`config.mk`:
```
export PLATFORM = sky130hd
export DESIGN_NAME = smf_cell
export DESIGN_NICKNAME = d
export VERILOG_FILES = /design/src/rtl/smf_pkg.sv /design/src/rtl/smf_cell.sv
export SDC_FILE = /design/constraint.sdc
export NUM_CORES = 1
export LEC_CHECK = 0
export ABC_CLOCK_PERIOD_IN_PS = 4600
export BUFFER_PORTS_ARGS = -buffer_cell sky130_fd_sc_hd__buf_2
export CELL_PAD_IN_SITES_DETAIL_PLACEMENT = 2
export CELL_PAD_IN_SITES_GLOBAL_PLACEMENT = 2
export CORE_ASPECT_RATIO = 1.2
export CORE_MARGIN = 1.5
export CORE_UTILIZATION = 35
export DETAILED_ROUTE_END_ITERATION = 12
export PLACE_DENSITY_LB_ADDON = 0.25
export SYNTH_ARGS = -nofsm -noshare
export SYNTH_HDL_FRONTEND = slang
export SYNTH_SLANG_ARGS = --single-unit
```
`constraint.sdc`:
```
create_clock -name clk_i -period 4.6 [get_ports clk_i]
set_input_delay 1.38 -clock clk_i [delete_from_list [all_inputs] [get_ports clk_i]]
set_output_delay 1.38 -clock clk_i [all_outputs]
set_load 0.03 [all_outputs]
```
`src/rtl/smf_pkg.sv`:
```
// Shared types and constants for the stream mode finder.
package smf_pkg;

  // Default number of counting cells, one per distinct key of a set.
  localparam int unsigned TABLE_ENTRIES = 1024;

  localparam int unsigned KEY_W   = 32;
  localparam int unsigned COUNT_W = 32;

  localparam logic [COUNT_W-1:0] COUNT_MAX = {COUNT_W{1'b1}};
  localparam logic [COUNT_W-1:0] COUNT_ONE = COUNT_W'(1);

  // One key travelling down the row of cells.
  typedef struct packed {
    logic               valid;  // a key occupies this slot of the row
    logic [KEY_W-1:0]   key;    // the key itself
    logic               last;   // final key of its set
    logic               hit;    // some cell has already counted this key
    logic [COUNT_W-1:0] cnt;    // count of the key after this beat
  } smf_beat_t;

endpackage

```
`src/rtl/smf_cell.sv`:
```
// One counting cell: holds a single distinct key and its occurrence count.
module smf_cell (
  input  logic              clk_i,
  input  logic              rst_ni,
  input  logic              en_i,
  input  smf_pkg::smf_beat_t beat_i,
  output smf_pkg::smf_beat_t beat_o
);

  logic                        valid_q, valid_d;
  logic [smf_pkg::KEY_W-1:0]   key_q, key_d;
  logic [smf_pkg::COUNT_W-1:0] cnt_q, cnt_d;
  smf_pkg::smf_beat_t          beat_q, beat_d;

  logic                        match;
  logic                        claim;
  logic [smf_pkg::COUNT_W-1:0] cnt_inc;

  // A key that has not yet been counted either matches a stored key or
  // claims the first free cell it meets; free cells only ever follow used ones.
  assign match   = beat_i.valid && !beat_i.hit && valid_q && (key_q == beat_i.key);
  assign claim   = beat_i.valid && !beat_i.hit && !valid_q;
  assign cnt_inc = (cnt_q == smf_pkg::COUNT_MAX) ? cnt_q : cnt_q + smf_pkg::COUNT_ONE;

  always_comb begin
    valid_d = valid_q;
    key_d   = key_q;
    cnt_d   = cnt_q;
    beat_d  = beat_i;
    if (match) begin
      cnt_d      = cnt_inc;
      beat_d.hit = 1'b1;
      beat_d.cnt = cnt_inc;
    end
    if (claim) begin
      valid_d    = 1'b1;
      key_d      = beat_i.key;
      cnt_d      = smf_pkg::COUNT_ONE;
      beat_d.hit = 1'b1;
      beat_d.cnt = smf_pkg::COUNT_ONE;
    end
    // The last key of a set frees the cell behind it as it passes.
    if (beat_i.valid && beat_i.last) begin
      valid_d = 1'b0;
    end
  end

  // Control state and the travelling beat are reset; the stored key and count are not.
  always_ff @(posedge clk_i or negedge rst_ni) begin
    if (!rst_ni) begin
      valid_q <= 1'b0;
      beat_q  <= '0;
    end else if (en_i) begin
      valid_q <= valid_d;
      beat_q  <= beat_d;
    end
  end

  always_ff @(posedge clk_i) begin
    if (en_i) begin
      key_q <= key_d;
      cnt_q <= cnt_d;
    end
  end

  assign beat_o = beat_q;

endmodule

```
* Yosys cells after proc, flatten, opt, wreduce, memory -nomap -nowiden *
Cells that the tools add are included.

operators by class
  add/subtract/negate cells = 1
  eq/ne operators = 2
  multiplexer cells = 6
  reduce and logical (&&, ||, !) cells = 12

operators by type and width
  cell                                            number
  two-way mux 33 bit                              2
  two-way mux 32 bit                              2
  adder 32 x 1 -> 32 bit (second input constant)  1
  == test 32 bit                                  1
  == test 32 bit (second input constant)          1
  AND reduction 2 bit                             3
  logical AND 1 bit                               5
  nonzero test 2 bit                              2
  zero test 1 bit                                 2
  two-way mux 1 bit                               2

word-level totals
  register bits = 132
  input port bits = 70
  output and inout bits = 67

* Longest topological paths before layout *
  depth in word-level cells = 6
  depth in mapped cells = 8

* Worst setup path before layout *
OpenSTA, ideal clock, no wires.

  kind = in2reg
  from = input beat_i[62] (netlist name)
  to = register cnt_q[0] (netlist name), enable pin
  arrival = 4.261 ns
  data required time = 4.168 ns
  setup slack = -0.092 ns
  stages on the path = 7
  cell sequence = xor2_1 nor4b_1 nand4_1 or3_1 clkbuf_1 clkbuf_1 a21oi_1

on the way
  word-level cells in the longest chain between the ends = 4

RTL lines
  element                        line            source
  from (decl)                    smf_cell.sv:6   input smf_pkg::smf_beat_t beat_i,
  == test 32 bit                 smf_cell.sv:21  assign match = beat_i.valid && !beat_i.hit && valid_q && (key_q == beat_i.key);
  logical AND 1 bit              smf_cell.sv:21
  nonzero test 2 bit (no line)   n/a
  AND reduction 2 bit (no line)  n/a
  to (signal assigned)           smf_cell.sv:62  cnt_q <= cnt_d;
  to (decl)                      smf_cell.sv:12  logic [smf_pkg::COUNT_W-1:0] cnt_q, cnt_d;

No other way between the ends.
A chain may end at the register's enable or synchronous reset.

* Worst setup path in the final report *
  from = input beat_i[37] (netlist name)
  to = register beat_q (netlist bit beat_o[22])

on the way
  word-level cells in the longest chain between the ends = 4

RTL lines
  element               line            source
  == test 32 bit        smf_cell.sv:21
  logical AND 1 bit     smf_cell.sv:21
  two-way mux 33 bit    smf_cell.sv:30  if (match) begin
  two-way mux 33 bit    smf_cell.sv:35  if (claim) begin
  to (signal assigned)  smf_cell.sv:55  beat_q <= beat_d;
  to (decl)             smf_cell.sv:13  smf_pkg::smf_beat_t beat_q, beat_d;

No other way between the ends.

==> results.toml <==
[drt]
ant_nets = 0
routed_wl_um = 18600
viasPerCell = 5.45
num_vias = 4743
first_iter_violations = 214
avgRoutedWirePerCell_um = 21.3
drt-pass1-iter-count = 6
post-route-drc-count = 0

[finish]
syn2layout_area_growth_pct = 24.9
finalInstanceArea_mm2 = 0.00759
final_cell_mix = "136 x buf_2, 68 x dfrtp_1, 64 x edfxtp_1"
instances_no_fill = 871
multi_input_area_mm2 = 0.00235
drive_above_1_share_pct = 33.3
ff_latch_area_mm2 = 0.00362
nNetsFinal = 713
insertedDiodeCount = 0
mostFrequentLayoutCell = "buf_2"
fillers = 1770

[sta]
fin_skew_ns = 0.00827
worstMarginPinSlew_ns = 1.14
max-slew-margin-rel_pct = 23.5
finalCritPeriodShare_pct = 78.3
fin_setup_tns_ns = 0
slew_violations = 0
hold_slack_ns = 0.492
final_hold_viol_count = 0
period_needed_ns = 3.60
rsz0062_at_grt = "no"
setup_viol = 0
fmax_mhz = 278

[setup_path]
startpoint = "beat_i[37]"
crit_path_max_fanout = 15
critPathKind = "input port to flop"
endpoint_kind = "flop"
r2r_cells = 7
timing.rr.start = "cnt_q[0]$_SDFFCE_PP1P_"
r2r-end = "cnt_q[11]$_SDFFCE_PP0P_"
cp.arrival_ns = 3.92
critPathRequiredTime_ns = 4.92
r2r_setup_slack_ns = 1.55
critical_path.startpoint_type = "input port"

[synthesis]
avgSynthCellArea_um2 = 12.2
postSynthCellCount = 500
syn_area_mm2 = 0.00608
synthSimpleGateAreaFrac_pct = 13.5
synth_nets = 571
ys_seq_area_share_pct = 59.6
synth_fa_ha_area_share_pct = 0.206
synth-seq-cells = 132
synth_top_area_share_pct = 31.6
synth.area.top_cells = "edfxtp_1 32%, dfrtp_1 28%, mux2_2 6.1%"
ys_warn_count = 0
synth-xor-area-share_pct = 8.36
synth_cell_type_count = 47
synth_mux_area_share_pct = 6.94
synth_compound_area_share_pct = 9.53
yosys.area.top_type = "edfxtp_1"
synth_top_family_by_area = "simple AND/OR/NAND/NOR gates"
synth_edf_count = 64
synth_ff_type = "dfrtp_1"
async_flop_share_pct = 51.5

[global_routing]
grt_start_max_net_pins = 44
antenna_found_initial = 0
grt_pass1_wl_um = 29500
gr-usage-met1_pct = 24.9
grtUsageMet2_pct = 38.9
grt-busiest-layer = "met2"
overflow = 0
grt_pass1_vias = 5308
met3_usage_pct = 4.15
grt_util_all_layers_pct = 21.6

[floorplanning]
num_rows = 52
dieArea_mm2 = 0.0182
fp.dieW_um = 123
die-height_um = 147
design.core.area_mm2 = 0.0169
initial_core_util_pct = 35.9
top_level_ports = 137

[worst_hold_path]
hold_path_end = "beat_o[2]$_DFFE_PN0P_"
min_path_cells = 1
hp-class = "flop to flop"
min-delay-start = "beat_o[2]$_DFFE_PN0P_"

[placement]
hpwl_um = 13300
placed_area_mm2 = 0.00703
portBuffers = 136
placedCellCount = 839
place_congestion = 0.848

[pwr]
powerDensity_mw_per_mm2 = 405
p_leak_nw = 3.06
ir_drop_mv = 0.314

[clock_tree]
cts_hold_buf = 0
cts-resized-gates = 0
cts_inserted_buffers = 17
h-tree-depth = 4
cts.path.max_buffers = 2
cts.clk_slew.worst_paths_ns = 0.06
cts-root-buf = "clkbuf_16"
cts_tree = "built"
cts_setup_buffers = 0
cts_sinks = 132
clk_latency_ns = 0.42

[outcome]
status = "finished, final reports clean"

[job]
max_cap_violations = 0
-- cell type report --
class | instances | area share (%)
timing repair buffer | 147 | 10.1
multi-input combinational | 339 | 31.0
sequential | 132 | 47.7
clock inverter | 7 | 0.593
tap | 216 | 3.56
clock buffer | 25 | 6.81
inverter | 5 | 0.247
-- cells by family after synthesis --
kind of cell,count (synthesis)
AND/OR/NAND/NOR,160
flip-flops,132
AO/OA/AOI/OAI,82
XOR/XNOR,58
multiplexers,38
buffers and inverters,29
adder cells (fa/ha/maj),1
-- flip-flops by register name, indices dropped and copies added (netlist names) --
name     count
key_q       32
valid_q      1
cnt_q       32
beat_o      67
-- layer usage --
metal,part of all wire (%),wire (um),vias up
li1,-,-,2157
met1,41,7550,2452
met3,3.6,675,26
met5,0,0,-
met2,54,9990,108
met4,2.1,383,0
-- through the flow --
step	power [mW]	util [%]	worst slack, ns
5_1_grt	3.20	44.9	0.806
4_1_cts	3.12	44.9	0.913
3_5_place_dp	1.82	41.6	0.558
2_1_floorplan	1.64	-	0.614
3_3_place_gp	1.80	41.6	0.678
6_report	3.08	44.9	1.00
-- power breakdown --
group          internal (mW)  switching, mW
clock network          0.775          0.504
registers               1.32         0.0474
logic                  0.142          0.287
-- Yosys cell counts, types with 3 or more instances --
master    instances
inv_1             4
clkbuf_1         21
a31oi_1           4
a21oi_1           4
mux2_2           33
a211o_1           3
nand4_1          14
nor3_1           14
a32oi_1          16
and3_1           19
xor2_1           41
nand2_1          20
dfrtp_1          68
mux2i_1           5
edfxtp_1         64
o21ai_0          25
a22oi_1           9
xnor2_1          17
nor2_1           49
a211oi_1          4
nand3_1          16
nor4_1           12
o31ai_1           8
-- critical path, cell delays in order --
cell and delay, ns:
buf_2 0.12, xnor2_1 0.31, nor4b_1 0.39, nand4_1 0.17, or3_1 0.65, nand2b_1 0.57, o21ai_0 0.32
-- worst max path at each step --
stage	to	slack [ns]	cells past startpoint
finish	beat_o[22]$_DFFE_PN0P_	1.0	7
global route	beat_o[29]$_DFFE_PN0P_	0.81	7
CTS	beat_o[22]$_DFFE_PN0P_	0.91	7
detailed placement	beat_o[30]$_DFFE_PN0P_	0.56	7
global placement	beat_o[29]$_DFFE_PN0P_	0.68	7
floorplan	cnt_q[0]$_SDFFCE_PP1P_	0.61	7
(Power assumes the default switching activity.)
