## config.mk

```make
export PLATFORM = sky130hd
export DESIGN_NAME = smf_tracker
export DESIGN_NICKNAME = d
export VERILOG_FILES = /design/src/rtl/smf_pkg.sv /design/src/rtl/smf_tracker.sv
export SDC_FILE = /design/constraint.sdc
export NUM_CORES = 1
export LEC_CHECK = 0
export BUFFER_PORTS_ARGS = -buffer_cell sky130_fd_sc_hd__buf_4
export CELL_PAD_IN_SITES_DETAIL_PLACEMENT = 1
export CELL_PAD_IN_SITES_GLOBAL_PLACEMENT = 1
export CORE_UTILIZATION = 47
export CTS_BUF_LIST = sky130_fd_sc_hd__clkbuf_8 sky130_fd_sc_hd__clkbuf_16
export DETAILED_ROUTE_END_ITERATION = 6
export PLACE_DENSITY_LB_ADDON = 0.08
export REMOVE_ABC_BUFFERS = 1
export SLEW_MARGIN = 20
export SYNTH_ARGS = -nofsm -noshare
export SYNTH_HDL_FRONTEND = slang
export SYNTH_SLANG_ARGS = --single-unit
```

## constraint.sdc

```tcl
create_clock -name clk_i -period 4.18 [get_ports clk_i]
set_input_delay 1.045 -clock clk_i [delete_from_list [all_inputs] [get_ports clk_i]]
set_output_delay 1.045 -clock clk_i [all_outputs]
set_load 0.02 [all_outputs]
```

## src/rtl/smf_pkg.sv

```systemverilog
// Shared types and constants for the stream mode finder.
package smf_pkg;

  // Default number of counting cells, one per distinct key of a set.
  localparam int unsigned TABLE_ENTRIES = 1024;

  localparam int unsigned KEY_W   = 32;
  localparam int unsigned COUNT_W = 32;

  localparam logic [COUNT_W-1:0] COUNT_MAX = {COUNT_W{1'b1}};
  localparam logic [COUNT_W-1:0] COUNT_ONE = COUNT_W'(1);

  // One key travelling down the row of cells.
  typedef struct packed {
    logic               valid;  // a key occupies this slot of the row
    logic [KEY_W-1:0]   key;    // the key itself
    logic               last;   // final key of its set
    logic               hit;    // some cell has already counted this key
    logic [COUNT_W-1:0] cnt;    // count of the key after this beat
  } smf_beat_t;

endpackage

```

## src/rtl/smf_tracker.sv

```systemverilog
// Tail of the cell row: keeps the running best and the overflow flag.
module smf_tracker (
  input  logic                        clk_i,
  input  logic                        rst_ni,
  input  logic                        en_i,
  input  smf_pkg::smf_beat_t          beat_i,
  input  logic                        out_ready_i,
  output logic                        out_valid_o,
  output logic [smf_pkg::KEY_W-1:0]   mode_value_o,
  output logic [smf_pkg::COUNT_W-1:0] mode_count_o,
  output logic                        table_overflow_o
);

  logic [smf_pkg::KEY_W-1:0]   best_key_q, best_key_d;
  logic [smf_pkg::COUNT_W-1:0] best_cnt_q, best_cnt_d;
  logic                        ovf_q, ovf_d;
  logic                        out_valid_q, out_valid_d;
  logic [smf_pkg::KEY_W-1:0]   mode_value_q;
  logic [smf_pkg::COUNT_W-1:0] mode_count_q;
  logic                        table_overflow_q;

  logic                        beat_take;
  logic                        better;
  logic [smf_pkg::KEY_W-1:0]   new_key;
  logic [smf_pkg::COUNT_W-1:0] new_cnt;
  logic                        new_ovf;

  // A key that no cell counted was dropped by a full row.
  assign beat_take = en_i && beat_i.valid;
  assign better    = beat_i.hit && (beat_i.cnt > best_cnt_q);
  assign new_key   = better ? beat_i.key : best_key_q;
  assign new_cnt   = better ? beat_i.cnt : best_cnt_q;
  assign new_ovf   = ovf_q || !beat_i.hit;

  always_comb begin
    best_key_d  = best_key_q;
    best_cnt_d  = best_cnt_q;
    ovf_d       = ovf_q;
    out_valid_d = out_valid_q && !out_ready_i;
    if (beat_take) begin
      if (beat_i.last) begin
        best_key_d  = '0;
        best_cnt_d  = '0;
        ovf_d       = 1'b0;
        out_valid_d = 1'b1;
      end else begin
        best_key_d = new_key;
        best_cnt_d = new_cnt;
        ovf_d      = new_ovf;
      end
    end
  end

  always_ff @(posedge clk_i or negedge rst_ni) begin
    if (!rst_ni) begin
      best_key_q  <= '0;
      best_cnt_q  <= '0;
      ovf_q       <= 1'b0;
      out_valid_q <= 1'b0;
    end else begin
      best_key_q  <= best_key_d;
      best_cnt_q  <= best_cnt_d;
      ovf_q       <= ovf_d;
      out_valid_q <= out_valid_d;
    end
  end

  // Result register, loaded by the last key of a set.
  always_ff @(posedge clk_i) begin
    if (beat_take && beat_i.last) begin
      mode_value_q     <= new_key;
      mode_count_q     <= new_cnt;
      table_overflow_q <= new_ovf;
    end
  end

  assign out_valid_o      = out_valid_q;
  assign mode_value_o     = mode_value_q;
  assign mode_count_o     = mode_count_q;
  assign table_overflow_o = table_overflow_q;

endmodule

```

After elaboration in Yosys (flattened, before gate mapping)
Cells that the tools add are included.

cells by class
  reductions and logical operators = 7
  order comparisons = 1
  mux-type cells = 7

operator list
  cell                            count
  2-to-1 mux 32 bit               4
  greater-than comparator 32 bit  1
  logical AND 1 bit               4
  2-to-1 mux 1 bit                3
  logical NOT 1 bit               2
  logical OR 1 bit                1

storage, ports and cells
  input bits = 71
  logic and storage cells = 22
  output and inout port bits = 66
  register bits = 131

Logic depth before layout (Yosys ltp)
Gate-level depths: netlist of the first run.

  depth in word-level cells = 4
  depth in mapped cells = 10

Least setup slack after synthesis of the first run
No wires, ideal clock.

  path type = input to register
  start point = in en_i
  end point = reg mode_count_q (netlist bit mode_count_o[0]) (enable)
  setup time = 0.488 ns
  setup slack = -0.386 ns
  data arrival time = 4.078 ns
  required time = 3.692 ns
  stages on the path = 3
  path buffers = 1
  cells stage by stage = nand2_1 > clkbuf_1 > nor2_1

on the way
  cells in the longest elaborated chain, start to end = 2

RTL lines
  item                    line               text
  start: declaration      smf_tracker.sv:5   input logic en_i,
  logical AND 1 bit       smf_tracker.sv:29  assign beat_take = en_i && beat_i.valid;
  logical AND 1 bit       smf_tracker.sv:70  if (beat_take && beat_i.last) begin
  end signal: assignment  smf_tracker.sv:72  mode_count_q <= new_cnt;
  end: declaration        smf_tracker.sv:19  logic [smf_pkg::COUNT_W-1:0] mode_count_q;

Every way passes these cells.
A chain may end at the register's enable or synchronous reset.

Worst setup path in the final report of the first run
  start point = in beat_i[14] (netlist bit)
  end point = reg mode_count_q (netlist bit mode_count_o[19]) (data pin)

on the way
  cells in the longest elaborated chain, start to end = 3

RTL lines
  item                            line               text
  start: declaration              smf_tracker.sv:6   input smf_pkg::smf_beat_t beat_i,
  greater-than comparator 32 bit  smf_tracker.sv:30  assign better = beat_i.hit && (beat_i.cnt > best_cnt_q);
  logical AND 1 bit               smf_tracker.sv:30
  2-to-1 mux 32 bit               smf_tracker.sv:32  assign new_cnt = better ? beat_i.cnt : best_cnt_q;
  via new_cnt (one bit)           smf_tracker.sv:25  logic [smf_pkg::COUNT_W-1:0] new_cnt;

The timed path passes the listed nets, and every way through them passes these cells.

==> metrics.txt, run 1 <==
f_max 295.8 MHz; syn_area_per_cell 13.16 µm²; cts hold-fix bufs 0; first-pass GRT wire length 25.19 mm; Slew Viols, Final 0; Iter 0 DRT Violations 284; Finished Layout Cells 810; Avg Vias per Cell 5.584; yosys warns 0; Clock Tree Root clkbuf_16; final setup violating endpoints 0; ANT cells 0; PortBufs 136; pre-CTS setup slack 0.3795 ns; dpl hpwl 9.828 mm; post-synthesis sequential area ratio 0.5646; total die area 14,050 µm²; Worst setup EP type flop; GR Util All Layers 0.2337; H-tree depth 4; final hold vios 0; Initial Util 0.4820; CORE AREA 13,240 µm²; status completed; router iterations before antenna repair 4; DRC Markers 0; RSZ-0062 raised after global routing no; fraction of layout cells with a size suffix above 1 0.3423; worst endpoint data arrival time 3.54 ns; Skew-Pair Late Insertion Delay 0.42 ns; largest net degree at the start of global routing 67; PD cells 467.6 nW/µm²; number of global-route vias before repair 4,901; Yosys cell types 36; post-layout util 0.6164; Leak Pwr 3.650 nW; initial antenna violation count 0; # IOs 137; Die Span Y 118.5 µm; Reg clk slew, reported paths 0.06 ns; # rows 42; total of fill cells in the finished design 1,333; CP Launch Type primary input; vias 4,523; Syn Inst Count 485; minimum clock period 3.380 ns; Worst EP required 4.34 ns; area grow syn2layout 27.90%; Layout Nets 724; commonest non-fill, non-tap cell in the layout buf_4; CTS buffer count 17; cell total after placement 778; Syn Std Cell Area 6382 µm²; CTS sink cnt 131; most frequent cells in the layout buf_4 (143), dfrtp_1 (66), edfxtp_1 (65), inv_1 (41), mux2_2 (40); grt total ovfl 0; CTS max path bufs 2; Final Cycle Share 0.8087; max-cap violations 0; Worst slew margin 0.3817; routability cong. 0.7375; Post-CTS Setup Inserts 0; Chip Width 118.5 µm; Detail Route Antenna Nets 0; drt total wl 15.56 mm; Routed wire per std cell 19.21 µm; FF+latch count, synth 131; CTS tree done; worst IR drop on VDD 306.2 µV; post-CTS resize count 0; Setup CP Type in2reg; skew final 0.008775 ns; PnR worst setup slack 0.7995 ns; Worst-Margin Slew 0.9274 ns; Hold WC Path Type reg2reg; Hold WS 0.5020 ns; peak fanout along the critical path 21
-- critical path, cell delays in order --
cell and delay, ns:
buf_4 0.12, ha_1 0.32, nand4_1 0.17, or4_1 0.62, o21ai_1 0.17, a31oi_1 0.12, nor2_4 0.24, buf_4 0.34
mux2_2 0.38
-- per-stage QoR --
step	setup TNS [ns]	power, mW	area [µm²]
6_report	0	3.817	8163
4_1_cts	0	3.854	8163
5_1_grt	0	4.000	8163
2_1_floorplan	-227.49	2.198	6230
3_3_place_gp	0	2.422	7615
3_5_place_dp	0	2.475	7615
-- cell usage after synthesis, drive strengths merged --
library cell	instances	area, µm²
a2111o	1	11.26
a21oi	16	80.08
a221oi	1	8.760
a22o	31	271.5
a22oi	33	247.7
a2bb2oi	1	8.760
a31oi	2	12.51
and2	1	6.260
buf	16	103.8
clkbuf	13	48.80
dfrtp	66	1652
edfxtp	65	1952
ha	32	400.4
inv	35	131.4
mux2	64	720.7
mux2i	33	330.3
nand2	10	37.54
nand2b	1	6.260
nand3	3	15.01
nand4	8	50.05
nor2	5	21.27
nor2b	1	6.260
nor3	1	5.000
nor4	1	6.260
o211a	1	10.01
o211ai	1	7.510
o21a	1	7.510
o21ai	38	190.2
o22ai	1	6.260
o31ai	1	12.51
or4	2	15.01
-- path summary, 6_finish.rpt --
path | start | end | slack, ns | cells after the start
worst max-delay path | beat_i[14] | mode_count_o[19] | 0.80 | 9
max in group asynchronous | rst_ni | best_cnt_q[25] | 2.81 | 1
min in group asynchronous | rst_ni | best_cnt_q[11] | 0.76 | 1
worst min-delay path | best_key_q[30] | best_key_q[30] | 0.50 | 1
worst max register to register | best_cnt_q[14] | mode_count_o[19] | 1.13 | 9
worst min register to register | best_key_q[30] | best_key_q[30] | 0.50 | 1
-- cells by family (layout without fill, tap and decap cells) --
kind of cell,count (synthesis),in the layout,share of synthesized area
simple gates,33,33,0.02647
compound gates,128,128,0.1370
fa+ha+maj,32,32,0.06273
buf+inv,64,213,0.04450
mux,97,97,0.1647
flops,131,131,0.5646
-- flip-flops by register name (all words and copies together), names as in the netlist --
register	count
best_cnt_q	32
best_key_q	32
mode_count_o	32
mode_value_o	32
out_valid_o	1
ovf_q	1
table_overflow_o	1
-- cell type report --
cell class	count	area, µm²	share of cell area
Clock buffer	23	508.0	0.06223
Clock inverter	9	40.04	0.004905
Inverter	35	131.4	0.01609
Multi-Input combinational cell	290	2526	0.3095
Sequential cell	131	3603	0.4414
Tap cell	176	220.2	0.02698
Timing Repair Buffer	146	1134	0.1389
-- power breakdown --
| group | total, mW | internal [mW] | switching (mW) |
|---|---|---|---|
| clock | 1.36 | 0.837 | 0.520 |
| sequential | 1.66 | 1.55 | 0.104 |
| combinational | 0.803 | 0.406 | 0.396 |
-- per-layer routing --
layer / up-vias / track usage / share of wire
met5: - / 0 / 0
met4: 0 / 0.08544 / 0.010
met3: 12 / 0.06081 / 0.046
met2: 110 / 0.3947 / 0.52
met1: 2285 / 0.2878 / 0.42
li1: 2116 / - / -
No activity file was read; power rests on OpenSTA's default activity.
==> run 2, diff against run 1 <==
Settings changed: CORE_UTILIZATION 47 to 44.
Clock period 4.18 ns to 3.48 ns, I/O delays scaled along.
==> run 2 against run 1 <==
Total power up 21%. Register-to-register slack worse by 0.54 ns. Via count grew 1.9%. Routed wire length is 2.7% higher. Combinational power is 22% higher. Clock power rose by 23%.
==> metrics.txt, run 2 (same netlist as run 1, synthesis figures left out) <==
Initial Util 0.4545 (was 0.4820); H-tree depth 4 (unchanged); Crit path top cell by count buf_4 (unchanged); Final Cycle Share 0.8747; first-pass GRT wire length 25.55 mm (was 25.19 mm); Iter 0 DRT Violations 280 (was 284); PD cells 564.1 nW/µm² (was 467.6 nW/µm²); Die Span Y 122.4 µm (was 118.5 µm); Layout Nets 730 (was 724); CTS buffer count 17 (unchanged); cells on worst reg2reg path 10 (was 9); Reg clk slew, reported paths 0.05 ns (was 0.06 ns); f_max 328.5 MHz; Reg-to-Reg Start best_cnt_q[30] (was best_cnt_q[14]); CP Launch Type primary input (unchanged); GR Util All Layers 0.2291 (was 0.2337); Clock Tree Root clkbuf_16 (unchanged); CTS tree done (unchanged); post-layout util 0.5855 (was 0.6164); CP cell instances buf_4 -> ha_1 -> nand4_1 -> buf_4 -> nor4_1 -> nand3_1 -> a31oi_1 -> nor2_4 -> buf_4 -> mux2_1 (was buf_4 -> ha_1 -> nand4_1 -> or4_1 -> o21ai_1 -> a31oi_1 -> nor2_4 -> buf_4 -> mux2_2); CORE AREA 14,040 µm² (was 13,240 µm²); design area 8222 µm² (was 8163 µm²); Reg2Reg Capture Point mode_count_o[8] (was mode_count_o[19]); Crit-path slowest cell a31oi_1 (was or4_1); RSZ-0062 raised after global routing no (unchanged); total of fill cells in the finished design 1,406 (was 1,333); ANT cells 0 (unchanged); peak fanout along the critical path 17 (was 21); Slew Viols, Final 0 (unchanged); router iterations before antenna repair 4 (unchanged); Detail Route Antenna Nets 0 (unchanged); PnR worst setup slack 0.4359 ns (was 0.7995 ns); Post-CTS Setup Inserts 0 (unchanged); Crit path buffers/inverters 3 (was 2); cts hold-fix bufs 0 (unchanged); area grow syn2layout 28.82% (was 27.90%); Chip Width 122.4 µm (was 118.5 µm); Worst setup EP type flop (unchanged); CP endpoint mode_count_o[8] (was mode_count_o[19]); placed instance area 7677 µm² (was 7615 µm²); max-cap violations 0 (unchanged); post-CTS resize count 0 (unchanged); # IOs 137 (unchanged); Worst-Margin Slew 0.9367 ns (was 0.9274 ns); CP delay by family, top simple AND/OR/NAND/NOR gates (unchanged); worst hold path depth 1 (unchanged); PortBufs 136 (unchanged); Reg2Reg Setup Slack 0.59 ns (was 1.13 ns); CTS max path bufs 2 (unchanged); final setup violating endpoints 0 (unchanged); vias 4,611 (was 4,523); status completed (unchanged); initial antenna violation count 0 (unchanged); CTS sink cnt 131 (unchanged); Skew-Pair Late Insertion Delay 0.42 ns (about the same); Avg Vias per Cell 5.644 (was 5.584); total die area 14,990 µm² (was 14,050 µm²); Stages on worst setup path 10 (was 9); Total Power 4.638 mW (was 3.817 mW); routability cong. 0.7293 (was 0.7375); worst endpoint data arrival time 3.20 ns (was 3.54 ns); Critical Path Max Stage Delay 0.36 ns (was 0.62 ns); largest net degree at the start of global routing 67 (unchanged); Leak Pwr 3.672 nW (was 3.650 nW); crit path from beat_i[30] (was beat_i[14]); number of global-route vias before repair 4,869 (was 4,901); Worst slew margin 0.3756 (was 0.3817); Routed wire per std cell 19.56 µm (was 19.21 µm); worst IR drop on VDD 343.2 µV (was 306.2 µV); Hold WC Path Type reg2reg (unchanged); minimum clock period 3.044 ns; commonest non-fill, non-tap cell in the layout buf_4 (unchanged); grt total ovfl 0 (unchanged); DRC Markers 0 (unchanged); pre-CTS setup slack 0.03340 ns (was 0.3795 ns); final hold vios 0 (unchanged); fraction of layout cells with a size suffix above 1 0.3501 (was 0.3423); skew final 0.006685 ns (was 0.008775 ns); dpl hpwl 10.13 mm (was 9.828 mm); Worst EP required 3.64 ns (was 4.34 ns); Setup CP Type in2reg (unchanged); drt total wl 15.98 mm (was 15.56 mm); most frequent cells in the layout buf_4 (148), dfrtp_1 (66), edfxtp_1 (65), mux2_2 (40), inv_1 (38) (was buf_4 (143), dfrtp_1 (66), edfxtp_1 (65), inv_1 (41), mux2_2 (40)); # rows 43 (was 42)
-- run 2: worst min path at each step --
stage                         from             end
finish              best_key_q[30]  best_key_q[30]
global route        best_cnt_q[13]  best_cnt_q[13]
global placement    best_key_q[30]  best_key_q[30]
CTS                 best_key_q[30]  best_key_q[30]
floorplan           best_key_q[30]  best_key_q[30]
detailed placement  best_key_q[30]  best_key_q[30]
-- run 2: cell type report --
type / instances / area (µm²) / share of cell area
flip-flops and latches: 131 / 3603 / 0.4383
clock buffers: 21 / 480.5 / 0.05844
repair buffers: 152 / 1191 / 0.1449
clock inverters: 8 / 63.81 / 0.007761
inverters: 35 / 131.4 / 0.01598
multi-input cells: 290 / 2526 / 0.3073
well taps: 180 / 225.2 / 0.02739
-- run 2: metrics by stage --
| step | std cells | hold WS (ns) | setup TNS, ns |
|---|---|---|---|
| 5_1_grt | 817 | 0.5395 | 0 |
| 6_report | 817 | 0.5063 | 0 |
| 3_5_place_dp | 788 | 0.4837 | 0 |
| 4_1_cts | 817 | 0.5027 | 0 |
| 2_1_floorplan | 456 | 0.4622 | -313.90 |
| 3_3_place_gp | 788 | 0.4837 | 0 |
-- run 2: power by group --
group / total, mW / internal, mW / switching, mW
registers: 1.99 / 1.87 / 0.126
clock network: 1.67 / 1.03 / 0.636
logic: 0.977 / 0.498 / 0.479
total: 4.64 / 3.40 / 1.24
-- run 2: routing by layer --
metal | track usage | up-vias | wire, µm
met1 | 0.2818 | 2352 | 6789
met2 | 0.3904 | 105 | 8211
met5 | 0 | - | 0
li1 | - | 2137 | -
met3 | 0.05019 | 17 | 680
met4 | 0.09070 | 0 | 297
==> run 3, diff against run 2 <==
Settings changed: CELL_PAD_IN_SITES_DETAIL_PLACEMENT 1 to 0, CORE_MARGIN set to 3, CORE_UTILIZATION 44 to 40.
Clock period 3.48 ns to 2.5 ns, I/O delays scaled along.
==> run 3 against run 2 <==
Via count is 7.7% higher. Sequential share of layout area is 7.2 points lower. Critical path depth stayed put. The run now ends with negative setup slack left. Clock skew is 0.0055 ns higher. Clock power is 47% higher. Flip-flop and latch count stayed put. Critical endpoint is now mode_count_o[2]. Count of clock-buffer cells in the layout is 4 lower. Combinational power is 120% higher. Sequential power is 38% higher. First-iteration DRC count is 18% lower. Largest cell class unchanged. Routed wire length is 12% higher. Core utilization is 5.3 points higher.
==> metrics.txt, run 3 (same netlist as run 1, synthesis figures left out) <==
CTS buffer count 17 (unchanged); area grow syn2layout 54.28% (was 28.82%); routability cong. 0.7311 (was 0.7293); CTS sink cnt 131 (unchanged); final hold vios 0 (unchanged); Slew Viols, Final 0 (unchanged); Worst EP required 2.66 ns (was 3.64 ns); failing checks negative setup slack; number of global-route vias before repair 5,179 (was 4,869); total of fill cells in the finished design 1,214 (was 1,406); Worst-Margin Slew 0.4818 ns (was 0.9367 ns); Routed wire per std cell 18.84 µm (was 19.56 µm); Initial Util 0.4137 (was 0.4545); final setup violating endpoints 128 (was 0); Skew-Pair Late Insertion Delay 0.42 ns (about the same); total die area 17,510 µm² (was 14,990 µm²); Layout Nets 830 (was 730); ANT cells 0 (unchanged); register area 3603 µm² (unchanged); Worst slew margin 0.6788 (was 0.3756); first-pass GRT wire length 27.56 mm (was 25.55 mm); GR Util All Layers 0.2004 (was 0.2291); area of the multi-input gates 2942 µm² (was 2526 µm²); vias 4,967 (was 4,611); Chip Width 132.3 µm (was 122.4 µm); drt total wl 17.92 mm (was 15.98 mm); Reg2Reg Setup Slack -0.31 ns (was 0.59 ns); f_max 356.5 MHz; grt total ovfl 0 (unchanged); setup TNS -28.73 ns (was 0 ns); dpl hpwl 10.42 mm (was 10.13 mm); fraction of layout cells with a size suffix above 1 0.4919 (was 0.3501); status finished with violations (was completed); worst endpoint data arrival time 2.97 ns (was 3.20 ns); CTS max path bufs 2 (unchanged); worst IR drop on VDD 579.5 µV (was 343.2 µV); largest net degree at the start of global routing 48 (was 67); Die Span Y 132.3 µm (was 122.4 µm); most frequent cells in the layout buf_4 (211), dfrtp_1 (66), edfxtp_1 (65), mux2_4 (60), inv_1 (38) (was buf_4 (148), dfrtp_1 (66), edfxtp_1 (65), mux2_2 (40), inv_1 (38)); CORE AREA 15,430 µm² (was 14,040 µm²); DRC Markers 0 (unchanged); router iterations before antenna repair 4 (unchanged); skew final 0.01214 ns (was 0.006685 ns); RSZ-0062 raised after global routing yes (was no); PortBufs 136 (unchanged); CTS tree done (unchanged); # rows 45 (was 43); Iter 0 DRT Violations 231 (was 280); metal2 WL 9.095 mm (was 8.211 mm); Clock Tree Root clkbuf_16 (unchanged); initial antenna violation count 0 (unchanged); minimum clock period 2.805 ns; H-tree depth 4 (unchanged); Finished Layout Cells 951 (was 817); Worst setup EP type flop (unchanged); Hold WC Path Type in2async (was reg2reg); met1 wire length 7.823 mm (was 6.789 mm); max-cap violations 0 (unchanged); cell total after placement 882 (was 788); met3 wire len 726 µm (was 680 µm); highest routing layer actually used met4 (unchanged); commonest non-fill, non-tap cell in the layout buf_4 (unchanged); peak fanout along the critical path 7 (was 17); PnR worst setup slack -0.3052 ns (was 0.4359 ns); Detail Route Antenna Nets 0 (unchanged); # IOs 137 (unchanged); CP Launch Type flop (was primary input); cts hold-fix bufs 0 (unchanged); Leak Pwr 4.591 nW (was 3.672 nW); PD cells 749.3 nW/µm² (was 564.1 nW/µm²); Reg clk slew, reported paths 0.06 ns (was 0.05 ns); Final Cycle Share 1.122; Setup CP Type reg2reg (was in2reg); Avg Vias per Cell 5.223 (was 5.644)
==> run 3: final cells by class <==
class,instances,share of cell area
Tap cell,211,0.02681
Multi-Input combinational cell,290,0.2987
Sequential cell,131,0.3659
Timing Repair Buffer,252,0.2366
Inverter,35,0.01334
Clock buffer,17,0.04320
Clock inverter,15,0.01537
==> run 3: per-layer routing <==
metal,vias to the layer above,track usage
met3,23,0.04924
li1,2328,-
met5,-,0
met2,104,0.3330
met4,0,0.06005
met1,2512,0.2611
==> run 3: power breakdown <==
group | switching, mW | total, mW | internal [mW]
clock network | 0.922 | 2.46 | 1.54
registers | 0.159 | 2.75 | 2.60
logic | 0.867 | 2.16 | 1.29
==> run 3: per-stage QoR <==
| stage | total power, mW | cell area, µm² | util | worst slack [ns] | hold WS, ns |
|---|---|---|---|---|---|
| floorplan | 3.675 | 6230 | - | -2.945 | 0.3294 |
| global placement | 4.239 | 8202 | 0.5316 | -0.6472 | 0.4804 |
| detailed placement | 4.299 | 8202 | 0.5316 | -0.6704 | 0.4999 |
| CTS | 7.025 | 9216 | 0.5974 | -0.2619 | 0.1720 |
| global route | 7.721 | 9847 | 0.6383 | -0.3708 | 0.1852 |
| finish | 7.379 | 9847 | 0.6383 | -0.3052 | 0.1628 |
==> run 3: worst max-delay path, cell delays in order, from the launching register on <==
cell and delay, ns:
dfrtp_1 0.38, inv_2 0.06, ha_4 0.26, nand4_1 0.19, or4_4 0.58, o21ai_4 0.18
a31oi_4 0.06, nor2_4 0.18, buf_12 0.19, clkbuf_16 0.17, mux2_4 0.30
==> run 3: repair_timing <==
action / in CTS / in global routing
cloned: 6 / 6
buffers inserted: 13 / 13
resized for setup: 41 / 83
endpoints found under the setup margin: 111 / 128
pin swaps: 7 / 10
endpoints found under the hold margin: 0 / 0
==> run 3: path summary, 6_finish.rpt <==
check,start,endpoint,depth (start not counted)
min in group clk_i,out_ready_i,out_valid_o,2
worst max-delay path,best_cnt_q[31],mode_count_o[2],10
worst min-delay path,rst_ni,best_cnt_q[7],1
worst max register to register,best_cnt_q[31],mode_count_o[2],10
max in group asynchronous,rst_ni,best_cnt_q[26],2
worst min register to register,best_key_q[30],best_key_q[30],1
